[config.mk]
export PLATFORM = sky130hd
export DESIGN_NAME = fvn_ctrl
export DESIGN_NICKNAME = d
export VERILOG_FILES = /design/src/fvn_pkg.sv /design/src/fvn_ctrl.sv
export SDC_FILE = /design/constraint.sdc
export NUM_CORES = 1
export LEC_CHECK = 0
export BUFFER_PORTS_ARGS = -buffer_cell sky130_fd_sc_hd__buf_2
export CELL_PAD_IN_SITES_DETAIL_PLACEMENT = 2
export CELL_PAD_IN_SITES_GLOBAL_PLACEMENT = 2
export CORE_ASPECT_RATIO = 1.1
export CORE_MARGIN = 2
export CORE_UTILIZATION = 32
export CTS_BUF_LIST = sky130_fd_sc_hd__clkbuf_8
export DETAILED_ROUTE_END_ITERATION = 6
export MAX_ROUTING_LAYER = met4
export PLACE_DENSITY_LB_ADDON = 0.3
export SYNTH_ARGS = -nofsm -noshare
export SYNTH_HDL_FRONTEND = slang
export SYNTH_SLANG_ARGS = --single-unit
[constraint.sdc]
create_clock -name aclk -period 1.8 [get_ports aclk]
set_input_delay 0.36 -clock aclk [delete_from_list [all_inputs] [get_ports aclk]]
set_output_delay 0.36 -clock aclk [all_outputs]
set_load 0.05 [all_outputs]
[src/fvn_pkg.sv]
package fvn_pkg;

    // lattice hash multipliers and per-octave seed step
    localparam logic [31:0] HASH_MX   = 32'd374761393;
    localparam logic [31:0] HASH_MY   = 32'd668265263;
    localparam logic [31:0] HASH_MS   = 32'd2246822519;
    localparam logic [31:0] HASH_MIX  = 32'd1274126177;
    localparam logic [31:0] SEED_STEP = 32'd1013;

    // datapath steps within one octave
    typedef enum logic [2:0] {
        PH_MUL,
        PH_MIX,
        PH_HMUL,
        PH_CV,
        PH_B1,
        PH_B2,
        PH_B3,
        PH_B4
    } phase_t;

    // controller to datapath
    typedef struct packed {
        logic   load;
        logic   run;
        phase_t phase;
        logic   div_init;
        logic   div_step;
        logic   out_load;
    } fvn_cmd_t;

    // datapath to controller
    typedef struct packed {
        logic zero;
        logic oct_last;
    } fvn_status_t;

endpackage

[src/fvn_ctrl.sv]
module fvn_ctrl
    import fvn_pkg::*;
#(
    parameter int FRAC_BITS = 16
) (
    input  logic        aclk,
    input  logic        aresetn,
    input  logic        s_valid,
    output logic        s_ready,
    output logic        m_valid,
    input  logic        m_ready,
    input  fvn_status_t status,
    output fvn_cmd_t    cmd
);

    localparam int DCW = $clog2(FRAC_BITS + 2);
    localparam logic [DCW-1:0] DIV_LAST = DCW'(FRAC_BITS);

    typedef enum logic [2:0] {
        S_IDLE,
        S_CHECK,
        S_OCT,
        S_DINIT,
        S_DIV,
        S_DONE
    } state_t;

    state_t         state_reg, state_next;
    phase_t         phase_reg, phase_next;
    logic [DCW-1:0] dcnt_reg, dcnt_next;
    logic           m_valid_reg, m_valid_next;
    logic           out_free;

    assign s_ready  = (state_reg == S_IDLE);
    assign m_valid  = m_valid_reg;
    assign out_free = !m_valid_reg || m_ready;

    // sequencing of octave steps, divide and result hand-off
    always_comb begin
        state_next   = state_reg;
        phase_next   = phase_reg;
        dcnt_next    = dcnt_reg;
        m_valid_next = m_valid_reg && !m_ready;
        cmd          = '0;
        cmd.phase    = phase_reg;
        unique case (state_reg)
            S_IDLE: begin
                if (s_valid) begin
                    cmd.load   = 1'b1;
                    state_next = S_CHECK;
                end
            end
            S_CHECK: begin
                phase_next = PH_MUL;
                state_next = status.zero ? S_DONE : S_OCT;
            end
            S_OCT: begin
                cmd.run = 1'b1;
                if (phase_reg == PH_B4) begin
                    phase_next = PH_MUL;
                    if (status.oct_last) begin
                        state_next = S_DINIT;
                    end
                end else begin
                    phase_next = phase_t'(phase_reg + 3'd1);
                end
            end
            S_DINIT: begin
                cmd.div_init = 1'b1;
                dcnt_next    = '0;
                state_next   = S_DIV;
            end
            S_DIV: begin
                cmd.div_step = 1'b1;
                dcnt_next    = dcnt_reg + DCW'(1);
                if (dcnt_reg == DIV_LAST) begin
                    state_next = S_DONE;
                end
            end
            S_DONE: begin
                if (out_free) begin
                    cmd.out_load = 1'b1;
                    m_valid_next = 1'b1;
                    state_next   = S_IDLE;
                end
            end
            default: begin
                state_next = S_IDLE;
            end
        endcase
    end

    always_ff @(posedge aclk) begin
        if (!aresetn) begin
            state_reg   <= S_IDLE;
            phase_reg   <= PH_MUL;
            dcnt_reg    <= '0;
            m_valid_reg <= 1'b0;
        end else begin
            state_reg   <= state_next;
            phase_reg   <= phase_next;
            dcnt_reg    <= dcnt_next;
            m_valid_reg <= m_valid_next;
        end
    end

endmodule

==> report_table.html, run 1 <==
<table>
<tr><th>Metric</th><th>Value</th></tr>
<tr><th colspan="2">Run status</th></tr>
<tr><td>Outcome</td><td>finished clean</td></tr>
<tr><th colspan="2">Clock tree</th></tr>
<tr><td>Clk slew on worst S/H paths</td><td>0.06 ns</td></tr>
<tr><td>CTS buffer count</td><td>3</td></tr>
<tr><td>Clock Sink Count</td><td>12</td></tr>
<tr><td>Total number of H-tree levels</td><td>1</td></tr>
<tr><td>Clock root buffer</td><td>sky130_fd_sc_hd__clkbuf_8</td></tr>
<tr><td>CTS tree</td><td>done</td></tr>
<tr><td>Clock network latency to the later pin of the worst-skew pair</td><td>0.24 ns</td></tr>
<tr><td>Post-CTS Setup Repair Bufs</td><td>0</td></tr>
<tr><td>Maximum clock path buffer count</td><td>2</td></tr>
<tr><td>Post-CTS Hold Fix Bufs</td><td>0</td></tr>
<tr><th colspan="2">Route</th></tr>
<tr><td>DRT Pass-1 Iters</td><td>5</td></tr>
<tr><td>Drt total wl</td><td>2.17 mm</td></tr>
<tr><td>Routed met2 length</td><td>1.13 mm</td></tr>
<tr><td>Routed wire length on met3</td><td>48 um</td></tr>
<tr><td>DR iter-0 viols</td><td>8</td></tr>
<tr><td>Remaining routing DRC violations</td><td>0</td></tr>
<tr><td>Average vias per placed instance</td><td>5.22</td></tr>
<tr><td>Post-DR wirelength/cell</td><td>15.7 um</td></tr>
<tr><td>Highest metal layer used by the detailed router</td><td>met4</td></tr>
<tr><td>Remaining antenna violation count</td><td>0</td></tr>
<tr><td>Routed via count</td><td>721</td></tr>
<tr><td>Met1 wire length</td><td>977 um</td></tr>
<tr><th colspan="2">Floorplan</th></tr>
<tr><td>Core area</td><td>2210 um^2</td></tr>
<tr><td>Overall die area</td><td>2710 um^2</td></tr>
<tr><td>Number of top-level pins</td><td>16</td></tr>
<tr><td>Effective utilization at floorplan</td><td>33.5%</td></tr>
<tr><td>Chip height</td><td>54.4 um</td></tr>
<tr><td>Die outline width</td><td>49.8 um</td></tr>
<tr><td># rows</td><td>18</td></tr>
<tr><th colspan="2">Place</th></tr>
<tr><td>Final RePlAce weighted congestion</td><td>0.728</td></tr>
<tr><td>Placement-stage cell area</td><td>877 um^2</td></tr>
<tr><td>Number of I/O port buffers</td><td>15</td></tr>
<tr><td>Post-detail-place hpwl</td><td>1.61 mm</td></tr>
<tr><th colspan="2">Synthesis</th></tr>
<tr><td>Async set-reset flop share out of synthesis</td><td>0%</td></tr>
<tr><td>Prevailing post-synth register cell</td><td>sky130_fd_sc_hd__dfxtp_1</td></tr>
<tr><td>Post-synth EDFFs</td><td>0</td></tr>
<tr><td>Post-synth top area share</td><td>32.5%</td></tr>
<tr><td>Mean cell area of the mapped netlist</td><td>8.31 um^2</td></tr>
<tr><td>Yosys warning count</td><td>0</td></tr>
<tr><td>Netlist Area Pre-Place</td><td>739 um^2</td></tr>
<tr><td>Distinct cells, synth</td><td>33</td></tr>
<tr><td>Seq cells post-synth</td><td>12</td></tr>
<tr><td>Cell type with the highest aggregate area in the netlist</td><td>sky130_fd_sc_hd__dfxtp_1</td></tr>
<tr><td>Number of instances in the synthesized netlist</td><td>89</td></tr>
<tr><td>Net count of the mapped netlist</td><td>99</td></tr>
<tr><td>Sequential fraction of the synthesis area</td><td>32.5%</td></tr>
<tr><td>Cells taking the most area after synthesis</td><td>sky130_fd_sc_hd__dfxtp_1, sky130_fd_sc_hd__ha_1, sky130_fd_sc_hd__a21boi_0</td></tr>
<tr><th colspan="2">Worst setup path</th></tr>
<tr><td>Critical Setup Path Class</td><td>reg -&gt; out</td></tr>
<tr><td>Launch point of the critical path</td><td>state_reg[1]</td></tr>
<tr><td>Nature of the critical path startpoint</td><td>flip-flop</td></tr>
<tr><td>Start of the worst register-to-register path</td><td>phase_reg[0]</td></tr>
<tr><td>Element type at the critical path end</td><td>primary output</td></tr>
<tr><td>WP data required</td><td>1.44 ns</td></tr>
<tr><td>Data arrival at the endpoint of the critical path</td><td>1.38 ns</td></tr>
<tr><td>Worst Path Max Fanout</td><td>12</td></tr>
<tr><th colspan="2">Pwr</th></tr>
<tr><td>Worst supply voltage drop on vdd</td><td>0.768 mV</td></tr>
<tr><td>Standby leakage power</td><td>0.402 nW</td></tr>
<tr><td>Power Dens Cells</td><td>1430 nW/um^2</td></tr>
<tr><td>Total design power</td><td>1.34 mW</td></tr>
<tr><th colspan="2">STA</th></tr>
<tr><td>Final clock period utilization by the worst path</td><td>96.5%</td></tr>
<tr><td>Worst clock skew on the final layout</td><td>0.00466 ns</td></tr>
<tr><td>Count of final max-slew check failures</td><td>0</td></tr>
<tr><td>Fin Hold WS</td><td>0.435 ns</td></tr>
<tr><td>Number of endpoints failing setup at the final stage</td><td>0</td></tr>
<tr><td>Minimum clock period after layout</td><td>1.74 ns</td></tr>
<tr><td>Post-route setup TNS</td><td>0 ns</td></tr>
<tr><td>Unrepaired setup endpoints after global routing</td><td>no</td></tr>
<tr><td>Measured slew at the worst slew-check pin</td><td>0.275 ns</td></tr>
<tr><td>Slew margin rel.</td><td>81.6%</td></tr>
<tr><td>Fin. Hold Viols</td><td>0</td></tr>
<tr><td>Maximum clock frequency</td><td>576 MHz</td></tr>
<tr><th colspan="2">Worst hold path</th></tr>
<tr><td>Hold Startpoint</td><td>m_ready</td></tr>
<tr><td>Class of the tightest hold or removal check</td><td>in -&gt; reg</td></tr>
<tr><th colspan="2">Final layout</th></tr>
<tr><td>Finished layout cell area</td><td>943 um^2</td></tr>
<tr><td>Fill count</td><td>271</td></tr>
<tr><td>Share of final-layout standard cells stronger than drive strength 1</td><td>30.6%</td></tr>
<tr><td>Final Net Count</td><td>119</td></tr>
<tr><td>Signed area change from the synthesized netlist to the final layout</td><td>27.6%</td></tr>
<tr><td>Commonest non-fill, non-tap cells in the layout</td><td>sky130_fd_sc_hd__buf_2, sky130_fd_sc_hd__dfxtp_1, sky130_fd_sc_hd__nand2_1</td></tr>
<tr><td>End-of-flow core utilization</td><td>42.7%</td></tr>
<tr><td>Number of flip-flops in the largest register</td><td>5</td></tr>
<tr><td>Leading cell type in the layout, fill and taps excluded</td><td>sky130_fd_sc_hd__buf_2</td></tr>
<tr><td>N_diodes</td><td>0</td></tr>
<tr><th colspan="2">Global routing</th></tr>
<tr><td>Total track usage</td><td>18.6%</td></tr>
<tr><td>Vias in the first global route</td><td>742</td></tr>
<tr><td>Leftover overflow at the end of global routing</td><td>0</td></tr>
<tr><td>Maximum number of pins on one net before global-route repair</td><td>14</td></tr>
<tr><td>First-pass GRT wire length</td><td>3.61 mm</td></tr>
<tr><td>Initial antenna violation count</td><td>0</td></tr>
<tr><th colspan="2">Run</th></tr>
<tr><td>Number of max-cap violations</td><td>0</td></tr>
</table>
[power by group]
part | leakage [nW] | switching [mW] | internal (mW)
combinational | 0.275 | 0.435 | 0.240
clock | 0.0288 | 0.107 | 0.193
sequential | 0.0985 | 0.0633 | 0.306
[cells by family (layout without fill, tap and decap cells)]
kind of cell	after synthesis	after routing	share of synthesized area [%]
buffers and inverters	9	28	5.75
AO/OA/AOI/OAI	25	25	24.2
flip-flops	12	12	32.5
AND/OR/NAND/NOR	39	39	30.8
adder cells (fa/ha/maj)	4	4	6.77
[critical path, stage by stage, from the launching register on]
cell	delay (ns)
sky130_fd_sc_hd__dfxtp_1	0.44
sky130_fd_sc_hd__buf_4	0.25
sky130_fd_sc_hd__nor3_4	0.06
sky130_fd_sc_hd__and2_2	0.18
sky130_fd_sc_hd__clkbuf_4	0.20
[worst paths after layout]
path / to / slack (ns) / cells after the start
min: m_valid / 0.43 / 3
max: cmd[7] / 0.06 / 4
max reg2reg: state_reg[2] / 0.14 / 6
min reg2reg: dcnt_reg[4] / 0.49 / 2
[cell type report]
cell class / instances / area, um^2 / share of cell area [%]
clock buffer: 4 / 55.1 / 5.84
inverter: 4 / 15.0 / 1.59
tap: 30 / 37.5 / 3.98
timing repair buffer: 20 / 118 / 12.5
sequential: 12 / 244 / 25.9
multi-input combinational: 68 / 474 / 50.3
[through the flow]
stage | std cells | worst slack, ns
after global routing | 138 | 0.0106
final | 138 | 0.0629
after detailed placement | 134 | 0.195
after global placement | 134 | 0.279
after CTS | 138 | 0.00827
after floorplan | 89 | -0.0210
[cells in the mapped netlist, types with 3 or more instances]
master / instances
sky130_fd_sc_hd__a22o_1: 3
sky130_fd_sc_hd__ha_1: 4
sky130_fd_sc_hd__o21ai_0: 6
sky130_fd_sc_hd__nor3_1: 3
sky130_fd_sc_hd__clkbuf_1: 3
sky130_fd_sc_hd__a21boi_0: 5
sky130_fd_sc_hd__nand2_1: 7
sky130_fd_sc_hd__a21oi_1: 3
sky130_fd_sc_hd__nor2_1: 6
sky130_fd_sc_hd__nor2b_1: 5
sky130_fd_sc_hd__inv_1: 4
sky130_fd_sc_hd__dfxtp_1: 12
[per-layer routing]
layer	vias up	GRT usage [%]
met5	-	-
met4	0	6.94
met3	2	2.73
li1	354	-
met2	9	32.9
met1	356	21.7
[what timing repair did]
| action | in CTS | in global routing |
|---|---|---|
| endpoints found under the setup margin | 1 | 2 |
| cloned | 0 | 0 |
| gates resized for setup | 1 | 5 |
Power figures use the tool's default switching activity.
==> inputs of run 2 (changes only) <==
ABC_AREA = 1   (was default)
CORE_UTILIZATION = 29   (was 32)
CTS_BUF_LIST = sky130_fd_sc_hd__clkbuf_4   (was sky130_fd_sc_hd__clkbuf_8)
PLACE_DENSITY_LB_ADDON = 0.2   (was 0.3)
==> report_table.html, run 2 <==
<table>
<tr><th>Metric</th><th>Value</th></tr>
<tr><th colspan="2">Run status</th></tr>
<tr><td>Outcome</td><td>finished clean</td></tr>
<tr><th colspan="2">Place</th></tr>
<tr><td>Post-detail-place hpwl</td><td>1.41 mm (-13%)</td></tr>
<tr><td>Placement-stage cell area</td><td>768 um^2 (-12%)</td></tr>
<tr><td>Number of I/O port buffers</td><td>15 (unchanged)</td></tr>
<tr><td>Placed insts</td><td>138 (+3.0%)</td></tr>
<tr><td>Final RePlAce weighted congestion</td><td>0.843 (+16%)</td></tr>
<tr><th colspan="2">Clock tree</th></tr>
<tr><td>CTS tree</td><td>done</td></tr>
<tr><td>CTS buffer count</td><td>3 (unchanged)</td></tr>
<tr><td>Clock Sink Count</td><td>12 (unchanged)</td></tr>
<tr><td>Clk slew on worst S/H paths</td><td>0.07 ns (about the same)</td></tr>
<tr><td>Post-CTS Setup Repair Bufs</td><td>0 (unchanged)</td></tr>
<tr><td>Post-CTS Hold Fix Bufs</td><td>0 (unchanged)</td></tr>
<tr><td>Total number of H-tree levels</td><td>1 (unchanged)</td></tr>
<tr><td>Gates resized, CTS repair</td><td>0 (-1)</td></tr>
<tr><td>Maximum clock path buffer count</td><td>2 (unchanged)</td></tr>
<tr><td>Clock network latency to the later pin of the worst-skew pair</td><td>0.27 ns (+0.03 ns)</td></tr>
<tr><td>Clock root buffer</td><td>sky130_fd_sc_hd__clkbuf_4</td></tr>
<tr><th colspan="2">Worst setup path</th></tr>
<tr><td>Worst Path Max Fanout</td><td>6 (-6)</td></tr>
<tr><td>WP data required</td><td>1.44 ns (about the same)</td></tr>
<tr><td>Start of the worst register-to-register path</td><td>phase_reg[0]</td></tr>
<tr><td>Combined buffer and inverter count along the critical path</td><td>1 (-1)</td></tr>
<tr><td>Critical Setup Path Class</td><td>reg -&gt; out</td></tr>
<tr><td>Worst-case reg-to-reg path depth</td><td>8 (+2)</td></tr>
<tr><td>Element type at the critical path end</td><td>primary output</td></tr>
<tr><td>Data arrival at the endpoint of the critical path</td><td>1.33 ns (-0.05 ns)</td></tr>
<tr><td>Nature of the critical path startpoint</td><td>flip-flop</td></tr>
<tr><td>Total number of cells along the worst setup path</td><td>3 (-1)</td></tr>
<tr><td>Delay of the slowest cell on the worst path</td><td>0.47 ns (+0.03 ns)</td></tr>
<tr><td>Internal reg-to-reg setup slack</td><td>0.53 ns (+0.39 ns)</td></tr>
<tr><td>Cell with the largest stage delay on the worst path</td><td>sky130_fd_sc_hd__dfxtp_1</td></tr>
<tr><td>Largest delay share family, worst path</td><td>flip-flops</td></tr>
<tr><td>Capturing instance or port of the critical path</td><td>cmd[0]</td></tr>
<tr><td>Launch point of the critical path</td><td>state_reg[0]</td></tr>
<tr><td>Worst path cell trace</td><td>nand3_1 -&gt; a21oi_1 -&gt; buf_2</td></tr>
<tr><td>Endpoint of the most critical register-to-register path</td><td>state_reg[2]</td></tr>
<tr><th colspan="2">Global routing</th></tr>
<tr><td>First-pass GRT wire length</td><td>2.78 mm (-23%)</td></tr>
<tr><td>Leftover overflow at the end of global routing</td><td>0 (unchanged)</td></tr>
<tr><td>Maximum number of pins on one net before global-route repair</td><td>9 (-5)</td></tr>
<tr><td>Total track usage</td><td>14.6% (-4.0 points)</td></tr>
<tr><td>Initial antenna violation count</td><td>0 (unchanged)</td></tr>
<tr><td>Vias in the first global route</td><td>624 (-16%)</td></tr>
<tr><th colspan="2">Pwr</th></tr>
<tr><td>Seq pwr share</td><td>33.4% (+5.9 points)</td></tr>
<tr><td>Power Dens Cells</td><td>1350 nW/um^2 (-4.9%)</td></tr>
<tr><td>Worst supply voltage drop on vdd</td><td>0.584 mV (-24%)</td></tr>
<tr><td>Total design power</td><td>1.07 mW (-20%)</td></tr>
<tr><td>Part of the power in the clock network</td><td>15.3% (-7.1 points)</td></tr>
<tr><td>Comb power frac</td><td>51.3% (+1.1 points)</td></tr>
<tr><td>Sw Pwr</td><td>0.548 mW (-9.5%)</td></tr>
<tr><td>Standby leakage power</td><td>0.401 nW (-0.41%)</td></tr>
<tr><td>Internal portion of total power</td><td>0.527 mW (-29%)</td></tr>
<tr><td>Fraction of power spent switching nets</td><td>51.0% (+6.0 points)</td></tr>
<tr><th colspan="2">Route</th></tr>
<tr><td>Remaining routing DRC violations</td><td>0 (unchanged)</td></tr>
<tr><td>Remaining antenna violation count</td><td>0 (unchanged)</td></tr>
<tr><td>DR iter-0 viols</td><td>6 (-2)</td></tr>
<tr><td>Drt total wl</td><td>1.72 mm (-21%)</td></tr>
<tr><td>Post-DR wirelength/cell</td><td>12.2 um (-22%)</td></tr>
<tr><td>DRT Pass-1 Iters</td><td>4 (-1)</td></tr>
<tr><td>Routed via count</td><td>659 (-8.6%)</td></tr>
<tr><td>Average vias per placed instance</td><td>4.67 (-11%)</td></tr>
<tr><th colspan="2">Final layout</th></tr>
<tr><td>Share of final-layout standard cells stronger than drive strength 1</td><td>28.8% (-1.7 points)</td></tr>
<tr><td>Leading cell type in the layout, fill and taps excluded</td><td>sky130_fd_sc_hd__nand2_1</td></tr>
<tr><td>Signed area change from the synthesized netlist to the final layout</td><td>21.0%</td></tr>
<tr><td>Final Net Count</td><td>123 (+3.4%)</td></tr>
<tr><td>Commonest non-fill, non-tap cells in the layout</td><td>sky130_fd_sc_hd__nand2_1, sky130_fd_sc_hd__buf_2, sky130_fd_sc_hd__dfxtp_1</td></tr>
<tr><td>Finished layout cell area</td><td>793 um^2 (-16%)</td></tr>
<tr><td>Layout Cells excl Fill</td><td>141 (+2.2%)</td></tr>
<tr><td>Number of flip-flops in the largest register</td><td>5 (unchanged)</td></tr>
<tr><td>N_diodes</td><td>0 (unchanged)</td></tr>
<tr><th colspan="2">Floorplan</th></tr>
<tr><td>Effective utilization at floorplan</td><td>30.0% (-3.5 points)</td></tr>
<tr><td>Number of top-level pins</td><td>16 (unchanged)</td></tr>
<tr><td>Core area</td><td>2180 um^2 (-1.0%)</td></tr>
<tr><td>Overall die area</td><td>2660 um^2 (-2.0%)</td></tr>
<tr><td>Die outline width</td><td>49.3 um (-1.0%)</td></tr>
<tr><td>Chip height</td><td>53.9 um (-1.0%)</td></tr>
<tr><td># rows</td><td>18 (unchanged)</td></tr>
<tr><th colspan="2">Synthesis</th></tr>
<tr><td>Yosys warning count</td><td>0 (unchanged)</td></tr>
<tr><td>Seq cells post-synth</td><td>12 (unchanged)</td></tr>
<tr><td>Netlist Area Pre-Place</td><td>656 um^2 (-11%)</td></tr>
<tr><td>Distinct cells, synth</td><td>15 (-55%)</td></tr>
<tr><td>List of most frequent post-synthesis cells</td><td>sky130_fd_sc_hd__nand2_1, sky130_fd_sc_hd__dfxtp_1, sky130_fd_sc_hd__a21oi_1, sky130_fd_sc_hd__inv_1</td></tr>
<tr><td>Post-synth EDFFs</td><td>0 (unchanged)</td></tr>
<tr><td>Sequential fraction of the synthesis area</td><td>36.6% (+4.2 points)</td></tr>
<tr><td>Mean cell area of the mapped netlist</td><td>7.05 um^2 (-15%)</td></tr>
<tr><td>Async set-reset flop share out of synthesis</td><td>0% (unchanged)</td></tr>
<tr><td>Cell type with the highest aggregate area in the netlist</td><td>sky130_fd_sc_hd__dfxtp_1</td></tr>
<tr><td>Prevailing post-synth register cell</td><td>sky130_fd_sc_hd__dfxtp_1</td></tr>
<tr><td>Post-synth top area share</td><td>36.6% (+4.2 points)</td></tr>
<tr><td>Net count of the mapped netlist</td><td>103 (+4.0%)</td></tr>
<tr><td>Count leader, synth</td><td>sky130_fd_sc_hd__nand2_1</td></tr>
<tr><td>Cells taking the most area after synthesis</td><td>sky130_fd_sc_hd__dfxtp_1, sky130_fd_sc_hd__nand2_1, sky130_fd_sc_hd__a21oi_1</td></tr>
<tr><td>Number of instances in the synthesized netlist</td><td>93 (+4.5%)</td></tr>
<tr><th colspan="2">STA</th></tr>
<tr><td>Count of final max-slew check failures</td><td>0 (unchanged)</td></tr>
<tr><td>Unrepaired setup endpoints after global routing</td><td>no</td></tr>
<tr><td>Worst clock skew on the final layout</td><td>0.00107 ns (-0.00359 ns)</td></tr>
<tr><td>Post-route setup TNS</td><td>0 ns (unchanged)</td></tr>
<tr><td>Minimum clock period after layout</td><td>1.69 ns (-0.0498 ns)</td></tr>
<tr><td>Slew margin rel.</td><td>82.9% (+1.3 points)</td></tr>
<tr><td>Fin Hold WS</td><td>0.279 ns (-0.156 ns)</td></tr>
<tr><td>Fin. Hold Viols</td><td>0 (unchanged)</td></tr>
<tr><td>Maximum clock frequency</td><td>593 MHz (+2.9%)</td></tr>
<tr><td>Number of endpoints failing setup at the final stage</td><td>0 (unchanged)</td></tr>
<tr><td>Measured slew at the worst slew-check pin</td><td>0.256 ns (-0.0185 ns)</td></tr>
<tr><td>Final clock period utilization by the worst path</td><td>93.7% (-2.8 points)</td></tr>
<tr><th colspan="2">Worst hold path</th></tr>
<tr><td>Class of the tightest hold or removal check</td><td>in -&gt; reg</td></tr>
<tr><td>Hold Startpoint</td><td>status[1]</td></tr>
<tr><th colspan="2">Run</th></tr>
<tr><td>Number of max-cap violations</td><td>0 (unchanged)</td></tr>
</table>
## run 2: power by group through the flow
stage	Combinational [mW]	Sequential [mW]	Clock, mW
2_1_floorplan	0.412	0.377	0
3_3_place_gp	0.547	0.362	0
3_5_place_dp	0.558	0.365	0
4_1_cts	0.564	0.359	0.179
5_1_grt	0.614	0.365	0.186
6_report	0.552	0.359	0.164
## run 2: through the flow
step / worst slack [ns] / util (%)
after detailed placement: 0.358 / 35.2
after floorplan: 0.125 / -
after global placement: 0.413 / 35.2
after CTS: 0.0407 / 36.2
final: 0.113 / 36.3
after global routing: 0.0227 / 36.3
## run 2: layout make-up
| cell class | count | area [um^2] |
|---|---|---|
| timing repair buffer | 15 | 77.6 |
| tap | 30 | 37.5 |
| inverter | 16 | 60.1 |
| multi-input combinational | 65 | 355 |
| fill | 283 | 1390 |
| sequential | 12 | 240 |
| clock buffer | 3 | 22.5 |
## run 2: cell families after synthesis
group,after synthesis,share of synthesized area [%]
AO/OA/AOI/OAI,16,13.4
flip-flops,12,36.6
adder cells (fa/ha/maj),4,7.63
AND/OR/NAND/NOR,45,33.2
buffers and inverters,16,9.16
## run 2: worst min-delay path by stage
stage / endpoint / depth (start not counted)
3_5_place_dp: dcnt_reg[4] / 1
3_3_place_gp: dcnt_reg[4] / 1
4_1_cts: state_reg[1] / 2
6_report: state_reg[1] / 2
5_1_grt: state_reg[1] / 2
2_1_floorplan: dcnt_reg[4] / 1
## run 2: layer usage
metal	vias to the layer above	part of all wire, %	global-route usage, %
li1	340	-	-
met1	309	46	16.6
met2	8	50	25.0
met3	2	2.8	1.94
met4	0	0.81	8.57
met5	-	0	-
## run 2: worst register-to-register path: cells and delay by family, from the launching register on
kind	cells	cell delay, ns
AND/OR/NAND/NOR	6	0.45
adder cells (fa/ha/maj)	2	0.39
flip-flops	1	0.34
